$ cat src/sv/sfr_pkg.sv
`timescale 1ns / 1ps
// shared types, constants and helpers for the serial frame receiver
package sfr_pkg;

  localparam int DEF_LONG_FRAME_LEN = 23;
  localparam int SHORT_FRAME_LEN    = 4;
  localparam int FIELD_W            = 5;
  localparam int CFG_IDX_W          = 2;
  localparam int CFG_DATA_W         = 16;

  localparam logic [7:0]  START_BYTE_RST    = 8'h00;
  localparam logic [15:0] TIMEOUT_TICKS_RST = 16'd100;

  localparam logic [7:0] MARK_A = 8'h0C;
  localparam logic [7:0] MARK_B = 8'h0D;
  localparam logic [7:0] MARK_C = 8'h13;

  localparam logic MODE_BYTE = 1'b0;
  localparam logic MODE_TICK = 1'b1;

  localparam logic STATUS_OK  = 1'b0;
  localparam logic STATUS_BAD = 1'b1;

  typedef enum logic [CFG_IDX_W-1:0] {
    CFG_START_BYTE    = 2'd0,
    CFG_TIMEOUT_TICKS = 2'd1
  } cfg_reg_t;

  typedef struct packed {
    logic       mode;
    logic [7:0] rx_byte;
  } in_item_t;

  typedef struct packed {
    logic [7:0]         frame_byte;
    logic [FIELD_W-1:0] byte_index;
    logic [FIELD_W-1:0] payload_length;
    logic               status;
    logic               last;
  } out_item_t;

  typedef struct packed {
    logic               buf_sel;
    logic [FIELD_W-1:0] payload_length;
    logic               status;
  } frame_desc_t;

  typedef enum logic {
    BK_IDLE,
    BK_RUN
  } back_state_t;

  function automatic logic is_short_marker(logic [7:0] b);
    return (b == MARK_A) || (b == MARK_B) || (b == MARK_C);
  endfunction

endpackage

$ cat src/sv/sfr_ram.sv
`timescale 1ns / 1ps
// generic single write port, single read port ram with registered read
module sfr_ram #(
  parameter int WIDTH = 8,
  parameter int DEPTH = 64
) (
  input  logic                     clk,
  input  logic                     we,
  input  logic [$clog2(DEPTH)-1:0] waddr,
  input  logic [WIDTH-1:0]         wdata,
  input  logic                     re,
  input  logic [$clog2(DEPTH)-1:0] raddr,
  output logic [WIDTH-1:0]         rdata
);

  logic [WIDTH-1:0] mem_r [DEPTH];
  logic [WIDTH-1:0] rdata_r;

  always_ff @(posedge clk) begin
    if (we) begin
      mem_r[waddr] <= wdata;
    end
    if (re) begin
      rdata_r <= mem_r[raddr];
    end
  end

  assign rdata = rdata_r;

endmodule

$ cat src/sv/sfr_front.sv
`timescale 1ns / 1ps
// front end: config registers, start hunt, frame collection, checksum and timeout
module sfr_front import sfr_pkg::*; #(
  parameter int LONG_FRAME_LEN = DEF_LONG_FRAME_LEN
) (
  input  logic                                  clk,
  input  logic                                  rst_n,
  input  logic                                  cfg_we,
  input  logic [CFG_IDX_W-1:0]                  cfg_index,
  input  logic [CFG_DATA_W-1:0]                 cfg_data,
  input  logic                                  item_valid,
  input  in_item_t                              item,
  output logic                                  wr_en,
  output logic [$clog2(LONG_FRAME_LEN):0]       wr_addr,
  output logic [7:0]                            wr_data,
  output logic                                  desc_push,
  output frame_desc_t                           desc
);

  localparam int IDX_W = $clog2(LONG_FRAME_LEN);
  localparam int LEN_W = IDX_W + 1;
  localparam logic [LEN_W-1:0] LONG_LEN  = LEN_W'(LONG_FRAME_LEN);
  localparam logic [LEN_W-1:0] SHORT_LEN = LEN_W'(SHORT_FRAME_LEN);
  localparam logic [IDX_W-1:0] MARK_POS  = IDX_W'(2);

  logic [7:0]       start_byte_r;
  logic [15:0]      timeout_r;
  logic             collecting_r, collecting_nxt;
  logic [IDX_W-1:0] count_r, count_nxt;
  logic [6:0]       sum_r, sum_nxt;
  logic [15:0]      tick_r, tick_nxt;
  logic [7:0]       byte2_r, byte2_nxt;
  logic             wbuf_r, wbuf_nxt;
  logic [LEN_W-1:0] len;
  logic [16:0]      tick_inc;
  logic             done;

  always_comb begin
    collecting_nxt = collecting_r;
    count_nxt      = count_r;
    sum_nxt        = sum_r;
    tick_nxt       = tick_r;
    byte2_nxt      = byte2_r;
    wbuf_nxt       = wbuf_r;
    wr_en          = 1'b0;
    wr_addr        = {wbuf_r, count_r};
    wr_data        = item.rx_byte;
    desc_push      = 1'b0;
    desc.buf_sel   = wbuf_r;
    desc.payload_length = FIELD_W'(count_r);
    desc.status    = ({1'b0, sum_r} == item.rx_byte) ? STATUS_OK : STATUS_BAD;
    len            = {1'b0, count_r} + LEN_W'(1);
    tick_inc       = {1'b0, tick_r} + 17'd1;
    done           = ((len == SHORT_LEN) && is_short_marker(byte2_r)) || (len == LONG_LEN);

    if (item_valid) begin
      if (item.mode == MODE_TICK) begin
        if (collecting_r) begin
          tick_nxt = tick_inc[15:0];
          // timeout drops the partial frame silently
          if (tick_inc >= {1'b0, timeout_r}) begin
            collecting_nxt = 1'b0;
            count_nxt      = '0;
            sum_nxt        = '0;
            tick_nxt       = '0;
          end
        end
      end else if (!collecting_r) begin
        if (item.rx_byte == start_byte_r) begin
          collecting_nxt = 1'b1;
          wr_en          = 1'b1;
          wr_addr        = {wbuf_r, {IDX_W{1'b0}}};
          count_nxt      = IDX_W'(1);
          sum_nxt        = item.rx_byte[6:0];
          tick_nxt       = '0;
        end
      end else begin
        wr_en = 1'b1;
        if (count_r == MARK_POS) begin
          byte2_nxt = item.rx_byte;
        end
        if (done) begin
          // hand the frame to the back end and switch buffers
          desc_push      = 1'b1;
          wbuf_nxt       = ~wbuf_r;
          collecting_nxt = 1'b0;
          count_nxt      = '0;
          sum_nxt        = '0;
          tick_nxt       = '0;
        end else begin
          sum_nxt   = sum_r + item.rx_byte[6:0];
          count_nxt = len[IDX_W-1:0];
        end
      end
    end
  end

  always_ff @(posedge clk) begin
    if (!rst_n) begin
      start_byte_r <= START_BYTE_RST;
      timeout_r    <= TIMEOUT_TICKS_RST;
      collecting_r <= 1'b0;
      count_r      <= '0;
      sum_r        <= '0;
      tick_r       <= '0;
      wbuf_r       <= 1'b0;
    end else begin
      if (cfg_we && (cfg_index == CFG_START_BYTE)) begin
        start_byte_r <= cfg_data[7:0];
      end
      if (cfg_we && (cfg_index == CFG_TIMEOUT_TICKS)) begin
        timeout_r <= cfg_data;
      end
      collecting_r <= collecting_nxt;
      count_r      <= count_nxt;
      sum_r        <= sum_nxt;
      tick_r       <= tick_nxt;
      wbuf_r       <= wbuf_nxt;
    end
  end

  always_ff @(posedge clk) begin
    byte2_r <= byte2_nxt;
  end

endmodule

$ cat src/sv/sfr_desc_q.sv
`timescale 1ns / 1ps
// two-entry queue of completed frame descriptors between front and back end
module sfr_desc_q import sfr_pkg::*; (
  input  logic        clk,
  input  logic        rst_n,
  input  logic        push,
  input  frame_desc_t push_desc,
  input  logic        pop,
  output frame_desc_t head,
  output logic        empty,
  output logic        full
);

  frame_desc_t entry_r [2];
  logic        wr_ptr_r;
  logic        rd_ptr_r;
  logic [1:0]  cnt_r;

  assign empty = (cnt_r == 2'd0);
  assign full  = (cnt_r == 2'd2);
  assign head  = entry_r[rd_ptr_r];

  always_ff @(posedge clk) begin
    if (!rst_n) begin
      wr_ptr_r <= 1'b0;
      rd_ptr_r <= 1'b0;
      cnt_r    <= '0;
    end else begin
      if (push) begin
        wr_ptr_r <= ~wr_ptr_r;
      end
      if (pop) begin
        rd_ptr_r <= ~rd_ptr_r;
      end
      cnt_r <= cnt_r + {1'b0, push} - {1'b0, pop};
    end
  end

  always_ff @(posedge clk) begin
    if (push) begin
      entry_r[wr_ptr_r] <= push_desc;
    end
  end

endmodule

$ cat src/sv/sfr_back.sv
`timescale 1ns / 1ps
// back end: reads a stored frame out of the buffer ram into a result queue
module sfr_back import sfr_pkg::*; #(
  parameter int LONG_FRAME_LEN = DEF_LONG_FRAME_LEN
) (
  input  logic                             clk,
  input  logic                             rst_n,
  input  logic                             desc_empty,
  input  frame_desc_t                      desc_head,
  output logic                             desc_pop,
  output logic                             rd_en,
  output logic [$clog2(LONG_FRAME_LEN):0]  rd_addr,
  input  logic [7:0]                       rd_data,
  input  logic                             out_pop,
  output logic                             out_empty,
  output out_item_t                        out_item
);

  localparam int IDX_W = $clog2(LONG_FRAME_LEN);

  back_state_t      state_r, state_nxt;
  logic [IDX_W-1:0] k_r, k_nxt;
  logic             inflight_r;
  out_item_t        meta_r, meta_nxt;
  out_item_t        ofifo_r [2];
  out_item_t        wr_entry;
  logic             wr_ptr_r;
  logic             rd_ptr_r;
  logic [1:0]       cnt_r;
  logic [1:0]       occ;
  logic             popped;
  logic             is_last;

  assign out_empty = (cnt_r == 2'd0);
  assign out_item  = ofifo_r[rd_ptr_r];
  assign popped    = out_pop && !out_empty;
  // slots taken once the read in flight lands, counting this cycle's transfer out
  assign occ       = cnt_r + {1'b0, inflight_r} - {1'b0, popped};
  assign is_last   = (FIELD_W'(k_r) == (desc_head.payload_length - FIELD_W'(1)));
  assign rd_addr   = {desc_head.buf_sel, k_r};

  always_comb begin
    state_nxt = state_r;
    k_nxt     = k_r;
    rd_en     = 1'b0;
    desc_pop  = 1'b0;
    meta_nxt  = meta_r;
    case (state_r)
      BK_IDLE: begin
        if (!desc_empty) begin
          state_nxt = BK_RUN;
          k_nxt     = '0;
        end
      end
      BK_RUN: begin
        if (occ < 2'd2) begin
          rd_en                   = 1'b1;
          meta_nxt.frame_byte     = '0;
          meta_nxt.byte_index     = FIELD_W'(k_r);
          meta_nxt.payload_length = desc_head.payload_length;
          meta_nxt.status         = desc_head.status;
          meta_nxt.last           = is_last;
          if (is_last) begin
            desc_pop  = 1'b1;
            state_nxt = BK_IDLE;
          end else begin
            k_nxt = k_r + IDX_W'(1);
          end
        end
      end
      default: begin
        state_nxt = BK_IDLE;
      end
    endcase
  end

  always_comb begin
    wr_entry            = meta_r;
    wr_entry.frame_byte = rd_data;
  end

  always_ff @(posedge clk) begin
    if (!rst_n) begin
      state_r    <= BK_IDLE;
      k_r        <= '0;
      inflight_r <= 1'b0;
      wr_ptr_r   <= 1'b0;
      rd_ptr_r   <= 1'b0;
      cnt_r      <= '0;
    end else begin
      state_r    <= state_nxt;
      k_r        <= k_nxt;
      inflight_r <= rd_en;
      if (inflight_r) begin
        wr_ptr_r <= ~wr_ptr_r;
      end
      if (popped) begin
        rd_ptr_r <= ~rd_ptr_r;
      end
      cnt_r <= cnt_r + {1'b0, inflight_r} - {1'b0, popped};
    end
  end

  always_ff @(posedge clk) begin
    meta_r <= meta_nxt;
    if (inflight_r) begin
      ofifo_r[wr_ptr_r] <= wr_entry;
    end
  end

endmodule

$ cat src/sv/serial_frame_receiver_sum7.sv
`timescale 1ns / 1ps
// serial frame receiver top: front end, descriptor queue, frame buffer ram, back end
// a byte or tick is taken on each in_push while in_full is low; in_full rises only while both
// frame buffers hold frames not yet drained. results flow one per cycle while out_pop keeps
// the two-entry result queue from filling, set by the single read port of the frame buffer
// ram, and the back end passes through its idle state between back-to-back frames.
// reset is synchronous active low: hunting, counters cleared, config back to defaults.
module serial_frame_receiver_sum7 import sfr_pkg::*; #(
  parameter int LONG_FRAME_LEN = DEF_LONG_FRAME_LEN
) (
  input  logic                  clk,
  input  logic                  rst_n,
  input  logic                  in_push,
  output logic                  in_full,
  input  in_item_t              in_item,
  output logic                  out_empty,
  input  logic                  out_pop,
  output out_item_t             out_item,
  input  logic                  cfg_valid,
  output logic                  cfg_ready,
  input  logic [CFG_IDX_W-1:0]  cfg_index,
  input  logic [CFG_DATA_W-1:0] cfg_data
);

  localparam int IDX_W     = $clog2(LONG_FRAME_LEN);
  localparam int RAM_DEPTH = 2 << IDX_W;

  logic             in_accept;
  logic             wr_en;
  logic [IDX_W:0]   wr_addr;
  logic [7:0]       wr_data;
  logic             desc_push;
  frame_desc_t      desc;
  frame_desc_t      desc_head;
  logic             desc_pop;
  logic             desc_empty;
  logic             desc_full;
  logic             rd_en;
  logic [IDX_W:0]   rd_addr;
  logic [7:0]       rd_data;

  assign cfg_ready = 1'b1;
  assign in_full   = desc_full;
  assign in_accept = in_push && !in_full;

  sfr_front #(
    .LONG_FRAME_LEN(LONG_FRAME_LEN)
  ) u_front (
    .clk       (clk),
    .rst_n     (rst_n),
    .cfg_we    (cfg_valid && cfg_ready),
    .cfg_index (cfg_index),
    .cfg_data  (cfg_data),
    .item_valid(in_accept),
    .item      (in_item),
    .wr_en     (wr_en),
    .wr_addr   (wr_addr),
    .wr_data   (wr_data),
    .desc_push (desc_push),
    .desc      (desc)
  );

  sfr_desc_q u_desc_q (
    .clk      (clk),
    .rst_n    (rst_n),
    .push     (desc_push),
    .push_desc(desc),
    .pop      (desc_pop),
    .head     (desc_head),
    .empty    (desc_empty),
    .full     (desc_full)
  );

  sfr_ram #(
    .WIDTH(8),
    .DEPTH(RAM_DEPTH)
  ) u_ram (
    .clk  (clk),
    .we   (wr_en),
    .waddr(wr_addr),
    .wdata(wr_data),
    .re   (rd_en),
    .raddr(rd_addr),
    .rdata(rd_data)
  );

  sfr_back #(
    .LONG_FRAME_LEN(LONG_FRAME_LEN)
  ) u_back (
    .clk       (clk),
    .rst_n     (rst_n),
    .desc_empty(desc_empty),
    .desc_head (desc_head),
    .desc_pop  (desc_pop),
    .rd_en     (rd_en),
    .rd_addr   (rd_addr),
    .rd_data   (rd_data),
    .out_pop   (out_pop),
    .out_empty (out_empty),
    .out_item  (out_item)
  );

`ifndef ASSERT_OFF
  a_last_index: assert property (@(posedge clk) disable iff (!rst_n)
    (!out_empty && out_item.last) |->
      (out_item.byte_index == out_item.payload_length - FIELD_W'(1)))
    else $error("last mark not on final byte of frame");

  a_index_range: assert property (@(posedge clk) disable iff (!rst_n)
    !out_empty |-> (out_item.byte_index < out_item.payload_length))
    else $error("byte index beyond payload length");

  a_len_legal: assert property (@(posedge clk) disable iff (!rst_n)
    !out_empty |-> ((out_item.payload_length == FIELD_W'(SHORT_FRAME_LEN - 1)) ||
                    (out_item.payload_length == FIELD_W'(LONG_FRAME_LEN - 1))))
    else $error("payload length is neither short nor long frame");

  a_index_step: assert property (@(posedge clk) disable iff (!rst_n)
    (out_pop && !out_empty && !out_item.last) |=>
      (out_empty || (out_item.byte_index == $past(out_item.byte_index) + FIELD_W'(1))))
    else $error("byte index did not advance by one after transfer");
`endif

endmodule
$ cat config.mk
export PLATFORM = sky130hd
export DESIGN_NAME = serial_frame_receiver_sum7
export DESIGN_NICKNAME = d
export VERILOG_FILES = /design/src/sv/sfr_pkg.sv /design/src/sv/sfr_ram.sv /design/src/sv/sfr_front.sv /design/src/sv/sfr_desc_q.sv /design/src/sv/sfr_back.sv /design/src/sv/serial_frame_receiver_sum7.sv
export SDC_FILE = /design/constraint.sdc
export NUM_CORES = 1
export LEC_CHECK = 0
export ABC_AREA = 1
export BUFFER_PORTS_ARGS = -buffer_cell sky130_fd_sc_hd__buf_2
export CAP_MARGIN = 40
export CORE_MARGIN = 1
export CORE_UTILIZATION = 40
export DETAILED_ROUTE_END_ITERATION = 6
export PLACE_DENSITY = 0.64
export SLEW_MARGIN = 20
export SYNTH_ARGS = -nofsm -noshare
export SYNTH_HDL_FRONTEND = slang
export SYNTH_HIERARCHICAL = 1
export SYNTH_SLANG_ARGS = --single-unit
$ cat constraint.sdc
create_clock -name clk -period 3.06 [get_ports clk]
set_input_delay 0.153 -clock clk [delete_from_list [all_inputs] [get_ports clk]]
set_output_delay 0.153 -clock clk [all_outputs]
set_load 0.1 [all_outputs]
After elaboration in Yosys (flattened, before gate mapping)
Memories as Yosys holds them, arrays and structs flattened. A register that Yosys moved wholly into a read port is not among the register bits.
Index checks and enable logic that the tools add are counted.
{"block": "totals", "wordCells": 138, "mem_bits_ro": 0, "n_memories": 3, "ff_bits": 89, "output_inout_bits": 23, "mem_bits_rw": 566, "latch_bits": 0}
{"name": "u_ram.mem_r", "words": 64, "width": 8, "read_ports": 1, "rd_ports_with_merged_regs": 1, "write_ports": 1, "line": "sfr_ram.sv:16", "rtl": "logic [WIDTH-1:0] mem_r [DEPTH];"}
{"name": "u_back.ofifo_r", "words": 2, "width": 20, "read_ports": 1, "rd_ports_with_merged_regs": 1, "write_ports": 1, "line": "sfr_back.sv:25", "rtl": "out_item_t ofifo_r [2];"}
{"name": "u_desc_q.entry_r", "words": 2, "width": 7, "read_ports": 1, "rd_ports_with_merged_regs": 1, "write_ports": 1, "line": "sfr_desc_q.sv:14", "rtl": "frame_desc_t entry_r [2];"}
{"block": "op_classes", "n_mul": 0, "add_sub_neg": 9, "reduce_logical": 20, "n_div": 0, "n_eq_ne": 17, "shifts": 0, "n_mux": 59, "magnitude_cmp": 2, "bitwise_logic": 7}
{"operator": "two-way mux 16 bit", "count": 6}
{"operator": "two-way mux 5 bit", "count": 13}
{"operator": "two-way mux 7 bit", "count": 6}
{"operator": "two-way mux 1 bit", "count": 32}
{"operator": "adder 16 x 1 -> 17 bit (second input constant)", "count": 1}
{"operator": ">= comparator 17 x 16 -> 1 bit", "count": 1}
{"operator": "equality test 8 x 4 -> 1 bit (second input constant)", "count": 2}
{"operator": "AND reduction 4 bit", "count": 4}
{"operator": "case mux 5 bit (2 select lines)", "count": 1}
{"operator": "equality test 7 x 8 -> 1 bit", "count": 1}
{"operator": "equality test 8 x 5 -> 1 bit (second input constant)", "count": 1}
{"operator": "equality test 8 bit", "count": 1}
{"operator": "adder 7 bit", "count": 1}
{"operator": "inverter 1 bit", "count": 7}
{"operator": "adder 5 x 1 -> 6 bit (second input constant)", "count": 1}
{"operator": "equality test 6 x 3 -> 1 bit (second input constant)", "count": 1}
{"operator": "equality test 6 x 5 -> 1 bit (second input constant)", "count": 1}
{"operator": "logical NOT 2 bit", "count": 3}
{"operator": "!= test 2 bit (second input constant)", "count": 3}
{"operator": "adder 5 x 1 -> 5 bit (second input constant)", "count": 1}
{"operator": "equality test 5 x 2 -> 1 bit (second input constant)", "count": 1}
{"operator": "equality test 5 bit", "count": 1}
{"operator": "logical AND 1 bit", "count": 5}
{"operator": "subtractor 5 x 1 -> 5 bit (second input constant)", "count": 1}
{"operator": "13 further kinds", "count": 19}

Logic depth before layout (Yosys ltp)
{"block": "logic_depth", "ltp_word": 11, "mapped_depth": 21, "ltp_nobuf": 20}

Cells and area by module
The synthesis kept the hierarchy.
{"module": "sfr_ram", "cells_per_inst": 1805, "instances": 1, "seq_area_each_um2": 15615.0, "area_per_inst_um2": 21419.3}
{"module": "sfr_front", "cells_per_inst": 567, "instances": 1, "seq_area_each_um2": 1321.3, "area_per_inst_um2": 3921.3}
{"module": "sfr_back", "cells_per_inst": 196, "instances": 1, "seq_area_each_um2": 1801.7, "area_per_inst_um2": 2560.0}
{"module": "sfr_desc_q", "cells_per_inst": 55, "instances": 1, "seq_area_each_um2": 520.5, "area_per_inst_um2": 762.0}
{"module": "serial_frame_receiver_sum7", "cells_per_inst": 4, "instances": 1, "seq_area_each_um2": 0.0, "area_per_inst_um2": 21.3}

Worst setup path before layout
OpenSTA, ideal clock, no wires.
{"block": "synth_timing", "path_type": "register to register", "from": "register u_desc_q.cnt_r[1]", "to": "memory u_ram.mem_r[52][0] (enable)", "setup_slack_ns": -0.932, "arrival_time_ns": 3.597, "setup_ns": 0.395, "stages_incl_launch_ff": 12, "required_time_ns": 2.665, "cell_sequence": "dfxtp_1 > inv_1 > nor2_1 > nor2_2 > nand2_1 > inv_1 > nand4_1 > nand2_1 > inv_1 > clkbuf_1 > inv_1 > nor4_1"}
{"item": "start: declaration", "line": "sfr_desc_q.sv:17", "rtl": "logic [1:0] cnt_r;"}
{"item": "start signal: assignment", "line": "sfr_desc_q.sv:35", "rtl": "cnt_r <= cnt_r + {1'b0, push} - {1'b0, pop};"}
{"item": "equality test 2 bit", "line": "sfr_desc_q.sv:20", "rtl": "assign full = (cnt_r == 2'd2);"}
{"item": "net in_full", "line": "serial_frame_receiver_sum7.sv:14", "rtl": "output logic in_full,"}
{"item": "logical NOT 1 bit", "line": "serial_frame_receiver_sum7.sv:44", "rtl": "assign in_accept = in_push && !in_full;"}
{"item": "logical AND 1 bit", "line": "serial_frame_receiver_sum7.sv:44"}
{"item": "net in_accept", "line": "serial_frame_receiver_sum7.sv:28", "rtl": "logic in_accept;"}
{"item": "two-way mux 5 bit", "line": "sfr_front.sv:56", "rtl": "if (item_valid) begin"}
{"item": "net wr_addr[2]", "line": "serial_frame_receiver_sum7.sv:30", "rtl": "logic [IDX_W:0] wr_addr;"}
{"item": "end: declaration", "line": "sfr_ram.sv:16"}
The timed path passes the listed nets, and every way through them passes these cells.

Worst setup path after layout
{"block": "layout_timing", "from": "register u_desc_q.cnt_r[1]", "to": "memory u_ram.mem_r[4][6] (enable)"}
{"item": "equality test 2 bit", "line": "sfr_desc_q.sv:20"}
{"item": "logical NOT 1 bit", "line": "serial_frame_receiver_sum7.sv:44"}
{"item": "logical AND 1 bit", "line": "serial_frame_receiver_sum7.sv:44"}
{"item": "net in_accept", "line": "serial_frame_receiver_sum7.sv:28"}
{"item": "two-way mux 5 bit", "line": "sfr_front.sv:56"}
{"item": "net wr_addr[3]", "line": "serial_frame_receiver_sum7.sv:30"}
The timed path passes the listed nets, and every way through them passes these cells.

==> results.md <==
* Status: completed
* Max-cap viol count at 0
* Inserted Diodes at 0
* DRT iter0 DRCs at between 1,500 and 2,000
* Worst path max stage delay at between 0.4 and 0.5 ns
* Clk root buf: clkbuf_16
* Top cells by area, synth: edfxtp_1 (62%), nand2_1 (10%), nand3_1 (8.7%), dfxtp_1 (5.0%), nor2_1 (2.5%)
* Pre-CTS setup slack at between 0.2 and 0.3 ns
* Die Ht at 270 µm
* CTS tree: yes
* Flip-flop and latch area at roughly 19,000 µm²
* DR vias at 19,400
* DR vias/cell at between 5 and 6
* Worst Hold Class: in -> reg
* #FFs+latches synth at around 670
* WHS Endpoint: u_ram/mem_r[53][2]$_DFFE_PP_
* Worst r2r path cells at 12
* Hold path start: in_item[2]
* Crit end category: register
* Top cell type's share of synthesized area at 0.622
* Slew Viols, Final at 0
* Die width at ~270 µm
* Max VDD drop at between 0.0003 and 0.0004 V
* Number of remaining DRC errors at 0
* DR pass1 iterations at 5
* # setup viols final at 0
* FF-to-FF setup slack at between 0.2 and 0.3 ns
* Largest area contributor in the netlist: edfxtp_1
* Area of the multi-input gates at ~8000 µm²
* Reg clk slew, reported paths at 0.06 ns
* Setup WS post-layout at roughly 0.27 ns
* Fmax at around 0.36 GHz
* Tcrit/Tclk final at 0.911
* Most frequent cells in the layout: nand2_1 (783), edfxtp_1 (594), nand3_1 (498)
* Ys flop type: edfxtp_1
* Final min period at roughly 2.8 ns
* Worst skew pair latency at approximately 0.60 ns
* Drt wl/cell at between 15 and 20 µm
* Setup tns final at 0 ns
* Most frequent CP cell: inv_1
* Sequential fraction of the synthesis area at 0.671
* First-pass GRT wire length at approximately 110,000 µm
* Die area at approximately 73,000 µm²
* GRT Overall Usage at 0.188
* Antenna-violating nets left at 0
* RSZ-0062 raised after global routing: false
* Fillers at 6,221
* Vias in the first global route at around 19,000
* Mapped cell area at approximately 29,000 µm²
* Share of cells above drive strength 1 at 0.116
* CTS Buffer Depth at 3
* Detailed Route WL at between 60,000 and 70,000 µm
* I/O pin count at 55
* Worst EP arrival at just over 3 ns
* Maximum fanout along the worst path at 8
* Max Clock Skew at 0.0197 ns
* P&R area growth vs syn at 14.6%
* Layout Nets at 2,816
* EDFF count, synth at about 590
* CP Class: reg -> reg
* RR Startpoint: u_desc_q/cnt_r[1]$_SDFF_PN0_
* Delay-heaviest family, CP: simple AND/OR/NAND/NOR gates
* Hold Fails Final Rpt at 0
* GRT overflow at 0
* Pin count of the biggest net entering global routing at around 130
* Hold Crit Depth at 2
* Slew @ Worst Pin at 0.841 ns
* Ys Warns at 6
* Post-Syn Instances at around 2,600
* Netlist cell types at between 40 and 50
* CP Data Required Time at around 3.4 ns
* Pwr Density at ~590 nW/µm²
* Worst Path Buf+Inv at 5
* Static leakage at roughly 12 nW
* Crit-path slowest cell: nand3_1
* Gp weighted congestion at 0.875
* H-Tree Depth at 3
* Initial antenna violation count at 0
* Post-synth ARST share at 0
* Worst-path cell chain: inv_1 > nor2_4 > nor2_2 > nand2_1 > inv_1 > nand4_1 > nand2_1 > inv_1 > inv_1 > nand3_1 > nor2_1 > buf_4
* Post-detail-place hpwl at 41,400 µm
* CORE AREA at 70,500 µm²
* Row count at a little under 100
* Leading cell type in the layout, fill and taps excluded: nand2_1
* Number of clock sinks at ~670
* Worst relative slew slack at 0.439
* Mean area per synthesized cell at 10.9 µm²
* Critical path startpoint category: register
* CTS buffer count at 70
* Worst r2r dst: u_ram/mem_r[4][6]$_DFFE_PP_
* Port Buf Inserts at between 50 and 60
* Syn nets at between 2,000 and 3,000
* Initial core utilization at 0.407
[synth_stat cells, types with 2 or more instances]
cell,instances
nand3_1,498
mux2_4,7
xor2_1,24
buf_4,27
o21ai_0,27
nor2_1,190
a21oi_1,41
ha_1,31
edfxtp_1,594
nand2_2,2
nor3_1,11
inv_2,3
buf_1,10
nand2_4,3
buf_6,40
o211ai_1,6
dfxtp_1,71
buf_2,42
mux2_2,20
nand4_1,18
buf_8,3
inv_1,111
nor4_1,11
and3_1,2
nor2_2,3
clkbuf_1,26
nand2_1,784
o21ai_1,2
xnor2_1,8
[final cells by class]
cell class	count	area share
clock buffers	89	0.0568
clock inverters	38	0.0131
inverters	116	0.0134
multi-input cells	1698	0.243
flip-flops and latches	665	0.586
well taps	940	0.0358
repair buffers	201	0.0513
[worst max path at each step]
stage	start	end	slack [ns]	cells past startpoint
6_report	u_desc_q/cnt_r[1]$_SDFF_PN0_	u_ram/mem_r[4][6]$_DFFE_PP_	0.27	12
5_1_grt	u_front/tick_r[0]$_SDFFE_PN0P_	u_front/tick_r[10]$_SDFFE_PN0P_	0.007	15
4_1_cts	u_desc_q/cnt_r[1]$_SDFF_PN0_	u_ram/mem_r[50][3]$_DFFE_PP_	0.24	12
3_5_place_dp	u_front/tick_r[0]$_SDFFE_PN0P_	u_front/count_r[2]$_SDFFE_PN0P_	0.28	15
3_3_place_gp	u_front/tick_r[0]$_SDFFE_PN0P_	u_front/sum_r[6]$_SDFFE_PN0P_	0.34	15
2_1_floorplan	u_desc_q/cnt_r[1]$_SDFF_PN0_	u_ram/mem_r[52][0]$_DFFE_PP_	0.08	11
[routing by layer]
| layer | share of wire | vias up | global-route usage |
|---|---|---|---|
| met3 | 0.066 | 119 | 0.0367 |
| met1 | 0.41 | 9329 | 0.240 |
| met4 | 0.031 | 0 | 0.0728 |
| li1 | - | 9296 | - |
| met2 | 0.49 | 660 | 0.313 |
| met5 | 0 | - | 0 |
[repair_timing]
item | 4_1_cts | 5_1_grt
hold buffers | 26 | 2
setup buffers | 0 | 1
resized for setup | 0 | 2
endpoints found under the setup margin | 0 | 52
endpoints found under the hold margin | 41 | 5
[where the power goes]
group | total [mW] | switching, mW | internal (mW)
Combinational | 1.07 | 0.817 | 0.249
Clock | 8.47 | 3.39 | 5.09
Sequential | 9.92 | 0.0288 | 9.89
[flip-flops by register name, summed over array words and instances (netlist names), 8 cells and up, named ones only]
register	flops
u_back/ofifo_r	40
u_front/byte2_r	8
u_front/timeout_r	16
u_ram/mem_r	512
u_ram/rdata	8
u_front/start_byte_r	8
u_front/tick_r	16
u_back/meta_r	12
u_desc_q/entry_r	14
[per-stage QoR]
stage	power [mW]	hold slack [ns]	util	cells	area, µm²
floorplan	10.9	0.246	-	2627	28700
global placement	11.1	0.419	0.427	3581	30100
detailed placement	11.1	0.419	0.427	3583	30100
CTS	19.6	0.0195	0.463	3736	32700
global route	20.0	0.00371	0.466	3747	32900
finish	19.5	0.0144	0.466	3747	32900
[logic make-up (layout without fill, tap and decap cells)]
family                   Yosys count  count (layout)  share of synthesized area
AND/OR/NAND/NOR                 1526            1526                      0.226
other                              1               1                   0.000131
adder cells (fa/ha/maj)           32              32                     0.0142
multiplexers                      27              27                     0.0115
AO/OA/AOI/OAI                     80              80                     0.0148
flip-flops                       665             665                      0.671
buffers and inverters            264             444                     0.0517
XOR/XNOR                          32              32                    0.00977
(Power assumes the default switching activity.)
